$ cat src/sv/ute_pkg.sv
// Shared constants and types of the UTF-16 to UTF-8 key encoder.
`default_nettype none

package ute_pkg;

  localparam logic [15:0] SurrHighFirst = 16'hD800;
  localparam logic [15:0] SurrHighLast  = 16'hDBFF;
  localparam logic [15:0] SurrLowFirst  = 16'hDC00;
  localparam logic [15:0] SurrLowLast   = 16'hDFFF;
  localparam logic [20:0] SuppBase      = 21'h10000;
  localparam logic [15:0] OneByteLimit  = 16'h0080;
  localparam logic [15:0] TwoByteLimit  = 16'h0800;

  localparam logic [7:0] ContPrefix  = 8'h80;
  localparam logic [7:0] Lead2Prefix = 8'hC0;
  localparam logic [7:0] Lead3Prefix = 8'hE0;
  localparam logic [7:0] Lead4Prefix = 8'hF0;
  localparam logic [5:0] ContMask    = 6'h3F;

  // A single code unit causes at most seven bytes.
  localparam int unsigned MaxBytes = 7;
  localparam int unsigned CntW     = 3;

  // Default number of entries in the job queue.
  localparam int unsigned QueueDepthDef = 2;

  typedef logic [CntW-1:0] cnt_t;

  typedef struct packed {
    logic [MaxBytes-1:0][7:0] bytes;
    cnt_t                     cnt;
    logic                     tail_done;
    logic                     tail_bad;
  } job_t;

endpackage

`default_nettype wire

$ cat src/sv/ute_if.sv
// Channel interfaces: code units in, UTF-8 bytes out.
`default_nettype none

interface ute_in_if;
  logic        valid;
  logic        ready;
  logic [15:0] code_unit;
  logic        last_unit;

  modport source (output valid, output code_unit, output last_unit, input ready);
  modport sink   (input valid, input code_unit, input last_unit, output ready);
endinterface

interface ute_out_if;
  logic       valid;
  logic       ready;
  logic [7:0] out_byte;
  logic       last_of_run;
  logic       key_done;
  logic       bad_key;

  modport source (output valid, output out_byte, output last_of_run, output key_done,
                  output bad_key, input ready);
  modport sink   (input valid, input out_byte, input last_of_run, input key_done,
                  input bad_key, output ready);
endinterface

`default_nettype wire

$ cat src/sv/ute_front.sv
// Front end: takes code units, tracks a held high surrogate and builds byte jobs.
`default_nettype none

module ute_front
  import ute_pkg::*;
(
  input  wire logic clk_i,
  input  wire logic rst_ni,
  ute_in_if.sink    in_i,
  input  wire logic full_i,
  output logic      push_o,
  output job_t      job_o
);

  logic        held_valid_q, held_valid_d;
  logic [9:0]  held_high_q, held_high_d;
  logic        acc;
  logic        is_low, is_high, is_zero, pair;
  logic [15:0] unit;
  logic [15:0] held_cp;
  logic [20:0] cp4;
  cnt_t        nb;

  assign unit       = in_i.code_unit;
  assign in_i.ready = !full_i;
  assign acc        = in_i.valid && !full_i;

  assign is_low  = (unit >= SurrLowFirst) && (unit <= SurrLowLast);
  assign is_high = (unit >= SurrHighFirst) && (unit <= SurrHighLast);
  assign is_zero = (unit == '0);
  assign pair    = held_valid_q && is_low;

  assign held_cp = SurrHighFirst | {6'b0, held_high_q};
  assign cp4     = SuppBase + {1'b0, held_high_q, unit[9:0]};

  always_comb begin
    job_o       = '0;
    nb          = '0;
    held_valid_d = held_valid_q;
    held_high_d  = held_high_q;
    if (pair) begin
      job_o.bytes[0] = Lead4Prefix | {5'b0, cp4[20:18]};
      job_o.bytes[1] = ContPrefix | {2'b0, cp4[17:12]};
      job_o.bytes[2] = ContPrefix | {2'b0, cp4[11:6]};
      job_o.bytes[3] = ContPrefix | {2'b0, cp4[5:0]};
      nb = cnt_t'(4);
      if (in_i.last_unit) begin
        job_o.bytes[nb] = '0;
        job_o.tail_done = 1'b1;
        nb = nb + cnt_t'(1);
      end
    end else begin
      // A held high surrogate that is not completed goes out alone.
      if (held_valid_q) begin
        job_o.bytes[0] = Lead3Prefix | {4'b0, held_cp[15:12]};
        job_o.bytes[1] = ContPrefix | {2'b0, held_cp[11:6]};
        job_o.bytes[2] = ContPrefix | {2'b0, held_cp[5:0]};
        nb = cnt_t'(3);
      end
      if (is_zero) begin
        job_o.bytes[nb] = '0;
        job_o.tail_bad  = 1'b1;
        nb = nb + cnt_t'(1);
      end else if (!(is_high && !in_i.last_unit)) begin
        if (unit < OneByteLimit) begin
          job_o.bytes[nb] = {1'b0, unit[6:0]};
          nb = nb + cnt_t'(1);
        end else if (unit < TwoByteLimit) begin
          job_o.bytes[nb] = Lead2Prefix | {3'b0, unit[10:6]};
          nb = nb + cnt_t'(1);
          job_o.bytes[nb] = ContPrefix | {2'b0, unit[5:0] & ContMask};
          nb = nb + cnt_t'(1);
        end else begin
          job_o.bytes[nb] = Lead3Prefix | {4'b0, unit[15:12]};
          nb = nb + cnt_t'(1);
          job_o.bytes[nb] = ContPrefix | {2'b0, unit[11:6]};
          nb = nb + cnt_t'(1);
          job_o.bytes[nb] = ContPrefix | {2'b0, unit[5:0] & ContMask};
          nb = nb + cnt_t'(1);
        end
        if (in_i.last_unit) begin
          job_o.bytes[nb] = '0;
          job_o.tail_done = 1'b1;
          nb = nb + cnt_t'(1);
        end
      end
    end
    job_o.cnt = nb;
    if (acc) begin
      held_valid_d = !pair && is_high && !in_i.last_unit;
      held_high_d  = unit[9:0];
    end
  end

  assign push_o = acc && (nb != '0);

  always_ff @(posedge clk_i or negedge rst_ni) begin
    if (!rst_ni) begin
      held_valid_q <= 1'b0;
      held_high_q  <= '0;
    end else begin
      held_valid_q <= held_valid_d;
      held_high_q  <= held_high_d;
    end
  end

  a_hold_high : assert property (@(posedge clk_i) disable iff (!rst_ni)
    acc && is_high && !in_i.last_unit |=> held_valid_q)
    else $error("high surrogate not held");

  a_clear_on_end : assert property (@(posedge clk_i) disable iff (!rst_ni)
    acc && (is_zero || in_i.last_unit) |=> !held_valid_q)
    else $error("surrogate still held after end of key");

  a_tail_flags : assert property (@(posedge clk_i) disable iff (!rst_ni)
    push_o |-> !(job_o.tail_done && job_o.tail_bad))
    else $error("job marked both done and bad");

endmodule

`default_nettype wire

$ cat src/sv/ute_fifo.sv
// Small job queue between the front end and the byte sequencer.
`default_nettype none

module ute_fifo
  import ute_pkg::*;
#(
  parameter int unsigned Depth = QueueDepthDef
) (
  input  wire logic clk_i,
  input  wire logic rst_ni,
  input  wire logic push_i,
  input  job_t      wr_data_i,
  output logic      full_o,
  input  wire logic pop_i,
  output logic      valid_o,
  output job_t      rd_data_o
);

  localparam int unsigned IdxW = $clog2(Depth);
  localparam int unsigned FillW = $clog2(Depth + 1);
  localparam logic [IdxW-1:0] LastIdx = IdxW'(Depth - 1);

  job_t             mem_q [Depth];
  logic [IdxW-1:0]  wr_ptr_q, rd_ptr_q;
  logic [FillW-1:0] fill_q;
  logic             do_push, do_pop;

  assign full_o    = (fill_q == FillW'(Depth));
  assign valid_o   = (fill_q != '0);
  assign rd_data_o = mem_q[rd_ptr_q];
  assign do_push   = push_i && !full_o;
  assign do_pop    = pop_i && valid_o;

  always_ff @(posedge clk_i) begin
    if (do_push) begin
      mem_q[wr_ptr_q] <= wr_data_i;
    end
  end

  always_ff @(posedge clk_i or negedge rst_ni) begin
    if (!rst_ni) begin
      wr_ptr_q <= '0;
      rd_ptr_q <= '0;
      fill_q   <= '0;
    end else begin
      if (do_push) begin
        wr_ptr_q <= (wr_ptr_q == LastIdx) ? '0 : wr_ptr_q + IdxW'(1);
      end
      if (do_pop) begin
        rd_ptr_q <= (rd_ptr_q == LastIdx) ? '0 : rd_ptr_q + IdxW'(1);
      end
      if (do_push && !do_pop) begin
        fill_q <= fill_q + FillW'(1);
      end else if (do_pop && !do_push) begin
        fill_q <= fill_q - FillW'(1);
      end
    end
  end

endmodule

`default_nettype wire

$ cat src/sv/ute_back.sv
// Back end: walks each job one byte per cycle into the output register while out_o is not stalled.
`default_nettype none

module ute_back
  import ute_pkg::*;
(
  input  wire logic clk_i,
  input  wire logic rst_ni,
  input  wire logic job_valid_i,
  input  job_t      job_i,
  output logic      pop_o,
  ute_out_if.source out_o
);

  job_t       job_q;
  logic       job_valid_q;
  cnt_t       idx_q;
  logic       out_valid_q;
  logic [7:0] out_byte_q;
  logic       last_q, done_q, bad_q;
  logic       out_load, emit, finishing;

  assign out_load  = !out_valid_q || out_o.ready;
  assign emit      = job_valid_q && out_load;
  assign finishing = emit && (idx_q == job_q.cnt - cnt_t'(1));
  assign pop_o     = job_valid_i && (!job_valid_q || finishing);

  always_ff @(posedge clk_i or negedge rst_ni) begin
    if (!rst_ni) begin
      job_valid_q <= 1'b0;
      idx_q       <= '0;
      out_valid_q <= 1'b0;
    end else begin
      if (pop_o) begin
        job_valid_q <= 1'b1;
        idx_q       <= '0;
      end else if (finishing) begin
        job_valid_q <= 1'b0;
      end else if (emit) begin
        idx_q <= idx_q + cnt_t'(1);
      end
      if (out_load) begin
        out_valid_q <= job_valid_q;
      end
    end
  end

  always_ff @(posedge clk_i) begin
    if (pop_o) begin
      job_q <= job_i;
    end
    if (emit) begin
      out_byte_q <= job_q.bytes[idx_q];
      last_q     <= finishing;
      done_q     <= finishing && job_q.tail_done;
      bad_q      <= finishing && job_q.tail_bad;
    end
  end

  assign out_o.valid       = out_valid_q;
  assign out_o.out_byte    = out_byte_q;
  assign out_o.last_of_run = last_q;
  assign out_o.key_done    = done_q;
  assign out_o.bad_key     = bad_q;

  a_idx_range : assert property (@(posedge clk_i) disable iff (!rst_ni)
    job_valid_q |-> (idx_q < job_q.cnt))
    else $error("byte index past end of job");

  a_tail_zero : assert property (@(posedge clk_i) disable iff (!rst_ni)
    out_valid_q && (done_q || bad_q) |-> (out_byte_q == '0) && last_q)
    else $error("terminator or error result is not a final zero byte");

  a_job_done : assert property (@(posedge clk_i) disable iff (!rst_ni)
    finishing && !pop_o |=> !job_valid_q)
    else $error("job still active after its last byte");

endmodule

`default_nettype wire

$ cat src/sv/utf16_to_utf8_key_encoder.sv
// Top level of the UTF-16 to UTF-8 key encoder.
// The in_i channel takes one UTF-16 code unit per transfer, with last_unit set on
// the final unit of a key. The out_o channel gives one UTF-8 byte per transfer;
// last_of_run marks the final byte caused by an input unit, key_done marks the
// zero terminator after the last unit, and bad_key marks the zero result that a
// zero code unit causes. Unless last, a high surrogate waits for the next unit.
// The first byte of a unit passes the job queue, the sequencer's job register
// and the output register. The sequencer sends one byte per cycle while the
// receiver is ready. A unit gives one byte for ASCII, two or three for others,
// four for a pair, up to seven when a held surrogate is flushed and a terminator
// follows. The front end takes a unit each cycle while the job queue has room.
// Reset clears the held surrogate, the job queue and the output register.
// When the receiver stalls, the output register holds its byte, the sequencer
// and queue fill up, and in_i.ready drops once the queue is full.
`default_nettype none

module utf16_to_utf8_key_encoder
  import ute_pkg::*;
#(
  parameter int unsigned QueueDepth = QueueDepthDef
) (
  input  wire logic clk_i,
  input  wire logic rst_ni,
  ute_in_if.sink    in_i,
  ute_out_if.source out_o
);

  logic push, full, pop, head_valid;
  job_t wr_job, head_job;

  ute_front u_front (
    .clk_i  (clk_i),
    .rst_ni (rst_ni),
    .in_i   (in_i),
    .full_i (full),
    .push_o (push),
    .job_o  (wr_job)
  );

  ute_fifo #(
    .Depth (QueueDepth)
  ) u_fifo (
    .clk_i     (clk_i),
    .rst_ni    (rst_ni),
    .push_i    (push),
    .wr_data_i (wr_job),
    .full_o    (full),
    .pop_i     (pop),
    .valid_o   (head_valid),
    .rd_data_o (head_job)
  );

  ute_back u_back (
    .clk_i       (clk_i),
    .rst_ni      (rst_ni),
    .job_valid_i (head_valid),
    .job_i       (head_job),
    .pop_o       (pop),
    .out_o       (out_o)
  );

endmodule

`default_nettype wire
$ cat src/flat_wrapper.sv
// flat-port wrapper written by rule: the top's interface ports become plain ports
module utf16_to_utf8_key_encoder_flat import ute_pkg::*;
#(
  parameter int unsigned QueueDepth = QueueDepthDef
)
  (clk_i, rst_ni, in_i_valid, in_i_code_unit, in_i_last_unit, in_i_ready, out_o_valid, out_o_out_byte, out_o_last_of_run, out_o_key_done, out_o_bad_key, out_o_ready);
  ute_in_if in_i_i ();
  ute_out_if out_o_i ();
  input  wire logic clk_i;
  input  wire logic rst_ni;
  input wire logic [$bits(in_i_i.valid)-1:0] in_i_valid;
  input wire logic [$bits(in_i_i.code_unit)-1:0] in_i_code_unit;
  input wire logic [$bits(in_i_i.last_unit)-1:0] in_i_last_unit;
  output wire logic [$bits(in_i_i.ready)-1:0] in_i_ready;
  output wire logic [$bits(out_o_i.valid)-1:0] out_o_valid;
  output wire logic [$bits(out_o_i.out_byte)-1:0] out_o_out_byte;
  output wire logic [$bits(out_o_i.last_of_run)-1:0] out_o_last_of_run;
  output wire logic [$bits(out_o_i.key_done)-1:0] out_o_key_done;
  output wire logic [$bits(out_o_i.bad_key)-1:0] out_o_bad_key;
  input wire logic [$bits(out_o_i.ready)-1:0] out_o_ready;
  assign in_i_i.valid = in_i_valid;
  assign in_i_i.code_unit = in_i_code_unit;
  assign in_i_i.last_unit = in_i_last_unit;
  assign in_i_ready = in_i_i.ready;
  assign out_o_valid = out_o_i.valid;
  assign out_o_out_byte = out_o_i.out_byte;
  assign out_o_last_of_run = out_o_i.last_of_run;
  assign out_o_key_done = out_o_i.key_done;
  assign out_o_bad_key = out_o_i.bad_key;
  assign out_o_i.ready = out_o_ready;
  utf16_to_utf8_key_encoder #(.QueueDepth(QueueDepth)) u_core (.clk_i(clk_i), .rst_ni(rst_ni), .in_i(in_i_i), .out_o(out_o_i));
endmodule
$ cat config.mk
export PLATFORM = sky130hd
export DESIGN_NAME = utf16_to_utf8_key_encoder_flat
export DESIGN_NICKNAME = d
export VERILOG_FILES = /design/src/sv/ute_pkg.sv /design/src/sv/ute_if.sv /design/src/sv/ute_front.sv /design/src/sv/ute_fifo.sv /design/src/sv/ute_back.sv /design/src/sv/utf16_to_utf8_key_encoder.sv /design/src/flat_wrapper.sv
export SDC_FILE = /design/constraint.sdc
export NUM_CORES = 1
export LEC_CHECK = 0
export ABC_CLOCK_PERIOD_IN_PS = 8160
export BUFFER_PORTS_ARGS = -buffer_cell sky130_fd_sc_hd__clkbuf_2
export CAP_MARGIN = 15
export CELL_PAD_IN_SITES_DETAIL_PLACEMENT = 0
export CELL_PAD_IN_SITES_GLOBAL_PLACEMENT = 1
export CORE_MARGIN = 2
export CORE_UTILIZATION = 35
export CTS_CLUSTER_SIZE = 40
export DETAILED_ROUTE_END_ITERATION = 8
export PLACE_DENSITY_LB_ADDON = 0.1
export SYNTH_ARGS = -nofsm -noshare
export SYNTH_HDL_FRONTEND = slang
export SYNTH_SLANG_ARGS = --single-unit
$ cat constraint.sdc
create_clock -name clk_i -period 8.16 [get_ports clk_i]
set_input_delay 0.816 -clock clk_i [delete_from_list [all_inputs] [get_ports clk_i]]
set_output_delay 0.816 -clock clk_i [all_outputs]
set_load 0.005 [all_outputs]
== Word level (Yosys, flattened, before mapping) ==
Memory sizes are Yosys's and may differ from the RTL's. A register that Yosys moved wholly into a read port is not among the register bits.
Cells that the tools add are included.
Operators by class
  add/subtract/negate cells: 11
  order comparisons: 15
  eq/ne operators: 3
  mux-type cells: 57
  bitwise operators: 4
  reduce and logical (&&, ||, !) cells: 37
Operators by type and width (count)
  56-bit two-way mux: 8
  56-bit bitwise mux: 6
  56-bit inverter: 2
  8-bit demux with 3-bit select: 4
  24-bit by 56-bit bitwise AND with 56-bit output: 1
  56-bit bitwise AND: 1
  24-bit two-way mux: 2
  40-bit two-way mux: 1
  8-bit two-way mux: 5
  3-bit two-way mux: 13
  16-bit >= comparator (second input constant): 2
  16-bit less-or-equal comparator (second input constant): 2
  8-bit binary-select mux with 3-bit select: 1
  17-bit by 20-bit adder with 21-bit output (first input constant): 1
  1-bit logical AND: 21
  3-bit by 4-bit less-than comparator with 1-bit output (second input constant): 5
  16-bit zero test: 1
  16-bit by 12-bit less-than comparator with 1-bit output (second input constant): 1
  16-bit by 8-bit less-than comparator with 1-bit output (second input constant): 1
  16-bit two-way mux: 1
  3-bit by 1-bit adder with 3-bit output (second input constant): 5
  1-bit two-way mux: 13
  3-bit by 1-bit >= comparator with 1-bit output (second input constant): 4
  2-bit nonzero test: 4
  12 further kinds: 22
Word-level totals
  flip-flop bits (word level): 31
  memory bits (writable): 122
  input bits: 21
  output and inout port bits: 13
  logic and storage cells: 140
  memories: 1
Memory list
  u_core.u_fifo.mem_q: words 2, bits a word 61, read ports 1, clocked after memory_dff 1, write ports 1, line ute_fifo.sv:23  | job_t mem_q [Depth];

== Longest topological paths before layout ==
  depth in word-level cells: 24
  gate-level depth with buffers: 14
  gate-level depth less buffers: 14

== Cells and area by module ==
A second synthesis with hierarchy kept.
Second synthesis, totals
  cell total of the unflattened synthesis: 592
  area, all modules: 9534.1 µm²
Modules (own cells, without submodules)
  ute_fifo: instances 1, cells an instance 209, area each 4901.0 µm², seq. area each 3763.6 µm²
  ute_back: instances 1, cells an instance 162, area each 2977.9 µm², seq. area each 2287.2 µm²
  ute_front: instances 1, cells an instance 221, area each 1655.3 µm², seq. area each 275.3 µm²

== Least setup slack after synthesis ==
Ideal clock, no wire load.
  path kind: input -> register
  start: input port in_i_code_unit[15]
  end: memory u_core.u_fifo.mem_q[0][0] (netlist bit), enable pin
  setup time: 454 ps
  data arrival time: 5415 ps
  data required time: 7706 ps
  slack: 2291 ps
  stages on the path: 10
  buffers on the path: 0
  path through: nor4_1 > nand2_1 > inv_2 > ha_1 > and2_1 > a311o_1 > a31o_1 > a31oi_2 > o311ai_4 > nor2_1
On the way
  cells in the longest elaborated chain, start to end: 16
  elaborated cells between the ends (all ways): 26
  classes of those cells: 1 x add/sub; 6 x order compare; 11 x mux; 8 x reduce/logical
RTL lines
  from (decl): line flat_wrapper.sv:12  | input wire logic [$bits(in_i_i.code_unit)-1:0] in_i_code_unit;
  16-bit by 12-bit less-than comparator with 1-bit output: line ute_front.sv:68  | end else if (unit < TwoByteLimit) begin
  3-bit two-way mux: line ute_front.sv:68
  3-bit two-way mux: line ute_front.sv:65  | if (unit < OneByteLimit) begin
  3-bit two-way mux: line ute_front.sv:64  | end else if (!(is_high && !in_i.last_unit)) begin
  3-bit two-way mux: line ute_front.sv:60  | if (is_zero) begin
  3-bit two-way mux: line ute_front.sv:41  | if (pair) begin
  3-bit by 1-bit adder with 3-bit output: line ute_front.sv:84  | nb = nb + cnt_t'(1);
  3-bit two-way mux: line ute_front.sv:81  | if (in_i.last_unit) begin
  3-bit two-way mux: line ute_front.sv:64
  3-bit two-way mux: line ute_front.sv:60
  3-bit two-way mux (*): line ute_front.sv:41
  3-bit nonzero test (*): line ute_front.sv:95  | assign push_o = acc && (nb != '0);
  1-bit logical AND (*): line ute_front.sv:95
  1-bit logical AND (*): line ute_fifo.sv:31  | assign do_push = push_i && !full_o;
  1-bit two-way mux (*): line ute_fifo.sv:35  | if (do_push) begin
  1-bit two-way mux (not written as such) (*): line ute_fifo.sv:36  | mem_q[wr_ptr_q] <= wr_data_i;
  to (decl): line ute_fifo.sv:23
Mark *: on every way between the ends. The rest lies on a longest branch, timed or not. The select of a mux whose other input is x is not followed.

== Worst setup path after layout ==
  start: input port in_i_code_unit[15]
  end: memory u_core.u_fifo.mem_q[0][30] (netlist bit), enable pin
The elaborated chain is that of the path after synthesis.

==> metrics.md <==
| Metric | Value |
|---|---|
| Post-DP HPWL | `11400 um` |
| Pins over their slew limit | `0` |
| Capturing point of the worst reg2reg path | `u_core.u_fifo.mem_q[0][30]` |
| Die Y | `approximately 150 um` |
| Sink Count | `between 150 and 200` |
| DRC errors left | `0` |
| CTS tree | `yes` |
| Syn-to-layout area delta | `14.3%` |
| Post-synthesis sequential area ratio | `about 68%` |
| Min cycle time layout | `between 4 and 5 ns` |
| Gpl congestion | `0.836` |
| DRT iter0 DRCs | `roughly 220` |
| Reg-to-reg setup timing slack | `between 4 and 5 ns` |
| # hold bufs at CTS | `0` |
| RR Startpoint | `u_core.u_front.held_valid_q` |
| Most common cell in the netlist | `edfxtp_1` |
| Synth Net Count | `~540` |
| Switching share of power | `approximately 30%` |
| CP Capture Type | `flop` |
| ANT cells | `0` |
| GRT met2 Usage | `between 20% and 30%` |
| Pwr per Cell Area | `around 320 nW/um^2` |
| Synth area leaders | `edfxtp_1 61%, mux2_2 8.7%, dfrtp_1 6.6%, mux2i_1 2.2%, mux4_2 1.8%` |
| H-Tree Depth | `4` |
| WL final | `between 15000 and 20000 um` |
| Post-synth design cell area | `between 7000 and 8000 um^2` |
| Vias in the first global route | `~4400` |
| Ports | `34` |
| Worst-margin pin slew | `1.03 ns` |
| Total GRT Usage | `between 10% and 20%` |
| Met3 usage | `~3.4%` |
| Layout cells sized above 1 | `roughly 28%` |
| Grt peak-use layer | `met2` |
| Total power | `2.81 mW` |
| Synth top cells by count | `155 x edfxtp_1, 59 x mux2_2, 34 x nor2_1` |
| Max Clock Freq | `between 200 and 250 MHz` |
| Number of synthesized register bits | `approximately 180` |
| Crit path required time | `8.21 ns` |
| Max FO, Critical Path | `43` |
| Syn Inst Count | `between 500 and 600` |
| Layout Cell Area excl Fill | `8690 um^2` |
| Combinational power share | `roughly a quarter` |
| Pint | `1.98 mW` |
| Synth warnings | `0` |
| Clock buffer depth | `2` |
| Peak VDD IR | `around 0.00014 V` |
| Row count | `53` |
| IO Port Bufs | `33` |
| Nets@finish | `a little under 600` |
| Syn Area/Cell | `15.0 um^2` |
| DIE WIDTH | `151 um` |
| Initial Util | `35.9%` |
| Initial antenna violation count | `0` |
| Top-area cell type share of the netlist area | `61.2%` |
| Crit path kind | `in -> reg` |
| Antenna Nets Post-Route | `0` |
| Vias per cell | `between 5 and 6` |
| Area leader, netlist | `edfxtp_1` |
| Critical Path Start Type | `input pin` |
| Drt wl/cell | `approximately 20 um` |
| First-pass GRT wire length | `~26000 um` |
| P_sw | `0.829 mW` |
| Final Hold Viols | `0` |
| Pleak | `a little over 3 nW` |
| Worst min path class | `in -> async` |
| Dpl cell area | `between 8000 and 9000 um^2` |
| Root Buffer | `clkbuf_16` |
| Total setup buffers inserted after CTS | `0` |
| Post-synth cell types | `55` |
| Total core area | `around 21000 um^2` |
| Slew Limit Headroom | `31.0%` |
| Seq pwr share | `about half` |
| RSZ-0062 raised after global routing | `no` |
| Clock Skews | `~0.0084 ns` |
| Status | `finished, final reports clean` |
| CTS resizes | `0` |
| Met1 global-route usage | `a little under a quarter` |
| CTS Buf Count | `17` |
| R2R cell count | `10` |
| Period utilization | `between 50 and 60%` |
| Pre-antenna DRT Iters | `5` |
| Largest net degree at the start of global routing | `54` |
| Reg clk slew, reported paths | `approximately 0.07 ns` |
| Dominant synthesized flop cell | `edfxtp_1` |
| GRT Residual Overflow | `0` |
| Max-cap violations | `0` |
| Crit path DAT | `~4.8 ns` |
| Setup TNS | `0 ns` |
| Fillers | `~2000` |
| Die area | `around 23000 um^2` |
| Vias post-DR | `between 4000 and 5000` |
| Worst-Skew Late Latency | `about 0.42 ns` |
| Final setup vio count | `0` |
| Number of enable flip-flop cells after synthesis | `155` |
| Clock Power Share | `27.5%` |
| Post-synthesis async set-or-reset flop share | `around 11%` |
[power groups by stage]
stage,combinational [mW],sequential (mW),clock (mW)
after floorplan,0.489,1.36,0
after global placement,0.678,1.39,0
after detailed placement,0.677,1.40,0
after CTS,0.683,1.38,0.794
after global routing,0.740,1.40,0.835
final,0.662,1.37,0.773
[metal layers]
metal / up-vias / part of all wire [%]
met2: 89 / 46
met3: 24 / 3.2
met5: - / 0
met4: 0 / 1.7
met1: 2167 / 49
li1: 2025 / -
[worst max-delay path: stages]
cell and delay, ns:
clkbuf_2 0.11, nor4_1 0.84, nand2_1 0.43, inv_2 0.31
ha_1 0.35, and2_1 0.22, a311o_1 0.33, a31o_1 0.22
a31oi_2 0.22, o311ai_4 0.16, nor2_4 0.20, buf_4 0.51
[state kept, by name, summed over array words and instances, names as in the netlist]
name,flops
u_core.u_front.held_valid_q,1
u_core.u_fifo.fill_q,2
u_core.u_front.held_high_q,10
u_core.u_back.job_valid_q,1
u_core.u_back.idx_q,3
u_core.u_back.out_o.valid,1
u_core.u_back.out_o.key_done,1
u_core.u_back.out_o.out_byte,8
u_core.u_back.job_q,48
u_core.u_back.out_o.last_of_run,1
u_core.u_fifo.rd_ptr_q,1
u_core.u_back.out_o.bad_key,1
u_core.u_fifo.mem_q,96
u_core.u_fifo.wr_ptr_q,1
[cells by family (layout without fill, tap and decap cells)]
kind of cell,count (synthesis),count (layout),share of synthesized area [%]
DFF,175,175,67.8
and+or+nand+nor,113,113,7.69
muxes,82,82,12.8
AOI/OAI and AO/OA,78,78,6.91
buffers and inverters,38,93,2.07
xor gates and xnor gates,14,14,1.61
adders and majority gates,7,7,1.15
[metrics by stage]
| stage | utilization [%] | cells | hold WS, ns | worst slack (ns) |
|---|---|---|---|---|
| finish | 41.1 | 837 | 0.386 | 3.43 |
| global route | 41.1 | 837 | 0.410 | 3.10 |
| CTS | 41.1 | 837 | 0.407 | 3.42 |
| global placement | 38.3 | 805 | 0.483 | 3.10 |
| floorplan | - | 507 | 0.449 | 2.29 |
| detailed placement | 38.3 | 805 | 0.492 | 2.99 |
[placed cells by master, fill, tap and decap left out, types with 2 or more instances in the layout]
| cell | netlist | final |
|---|---|---|
| edfxtp_1 | 155 | 155 |
| mux2_2 | 59 | 59 |
| clkbuf_2 | 0 | 33 |
| nor2_1 | 34 | 32 |
| nand2_1 | 29 | 29 |
| o21ai_0 | 26 | 26 |
| dfrtp_1 | 20 | 19 |
| inv_1 | 17 | 17 |
| mux2i_1 | 17 | 17 |
| clkbuf_16 | 0 | 17 |
| a21oi_1 | 15 | 15 |
| xor2_1 | 9 | 9 |
| o22ai_1 | 9 | 9 |
| and2_1 | 9 | 9 |
| buf_4 | 0 | 9 |
| a22oi_1 | 7 | 7 |
| ha_1 | 7 | 7 |
| inv_8 | 0 | 7 |
| nand2b_1 | 6 | 6 |
| nand3_1 | 6 | 6 |
| mux4_2 | 6 | 6 |
| nor4_1 | 5 | 5 |
| or4_1 | 5 | 5 |
| xnor2_1 | 5 | 5 |
| or3_1 | 4 | 4 |
| nor3_1 | 3 | 3 |
| clkinv_4 | 0 | 3 |
| a31oi_1 | 2 | 2 |
| a2111oi_0 | 2 | 2 |
| or2_2 | 2 | 2 |
| o31ai_1 | 2 | 2 |
| nor2_4 | 0 | 2 |
| clkinvlp_4 | 0 | 2 |
[area by class of cell]
class | instances | area (um^2) | area share (%)
flip-flops and latches | 175 | 5160 | 59.4
multi-input cells | 294 | 2310 | 26.5
clock buffers | 17 | 425 | 4.90
well taps | 275 | 344 | 3.96
repair buffers | 42 | 233 | 2.68
clock inverters | 15 | 150 | 1.73
inverters | 19 | 71.3 | 0.821
[worst max path at each step]
stage	start	to	slack (ns)	depth (start not counted)
final	in_i_code_unit[15]	u_core.u_fifo.mem_q[0][30]	3.43	12
after global routing	in_i_code_unit[15]	u_core.u_fifo.mem_q[0][25]	3.10	12
after CTS	in_i_code_unit[15]	u_core.u_fifo.mem_q[1][17]	3.42	12
after detailed placement	in_i_code_unit[15]	u_core.u_fifo.mem_q[1][47]	2.99	12
after global placement	in_i_code_unit[15]	u_core.u_fifo.mem_q[1][47]	3.10	12
after floorplan	in_i_code_unit[15]	u_core.u_fifo.mem_q[0][0]	2.29	10
Note: power is estimated with default switching activity, not from simulation.
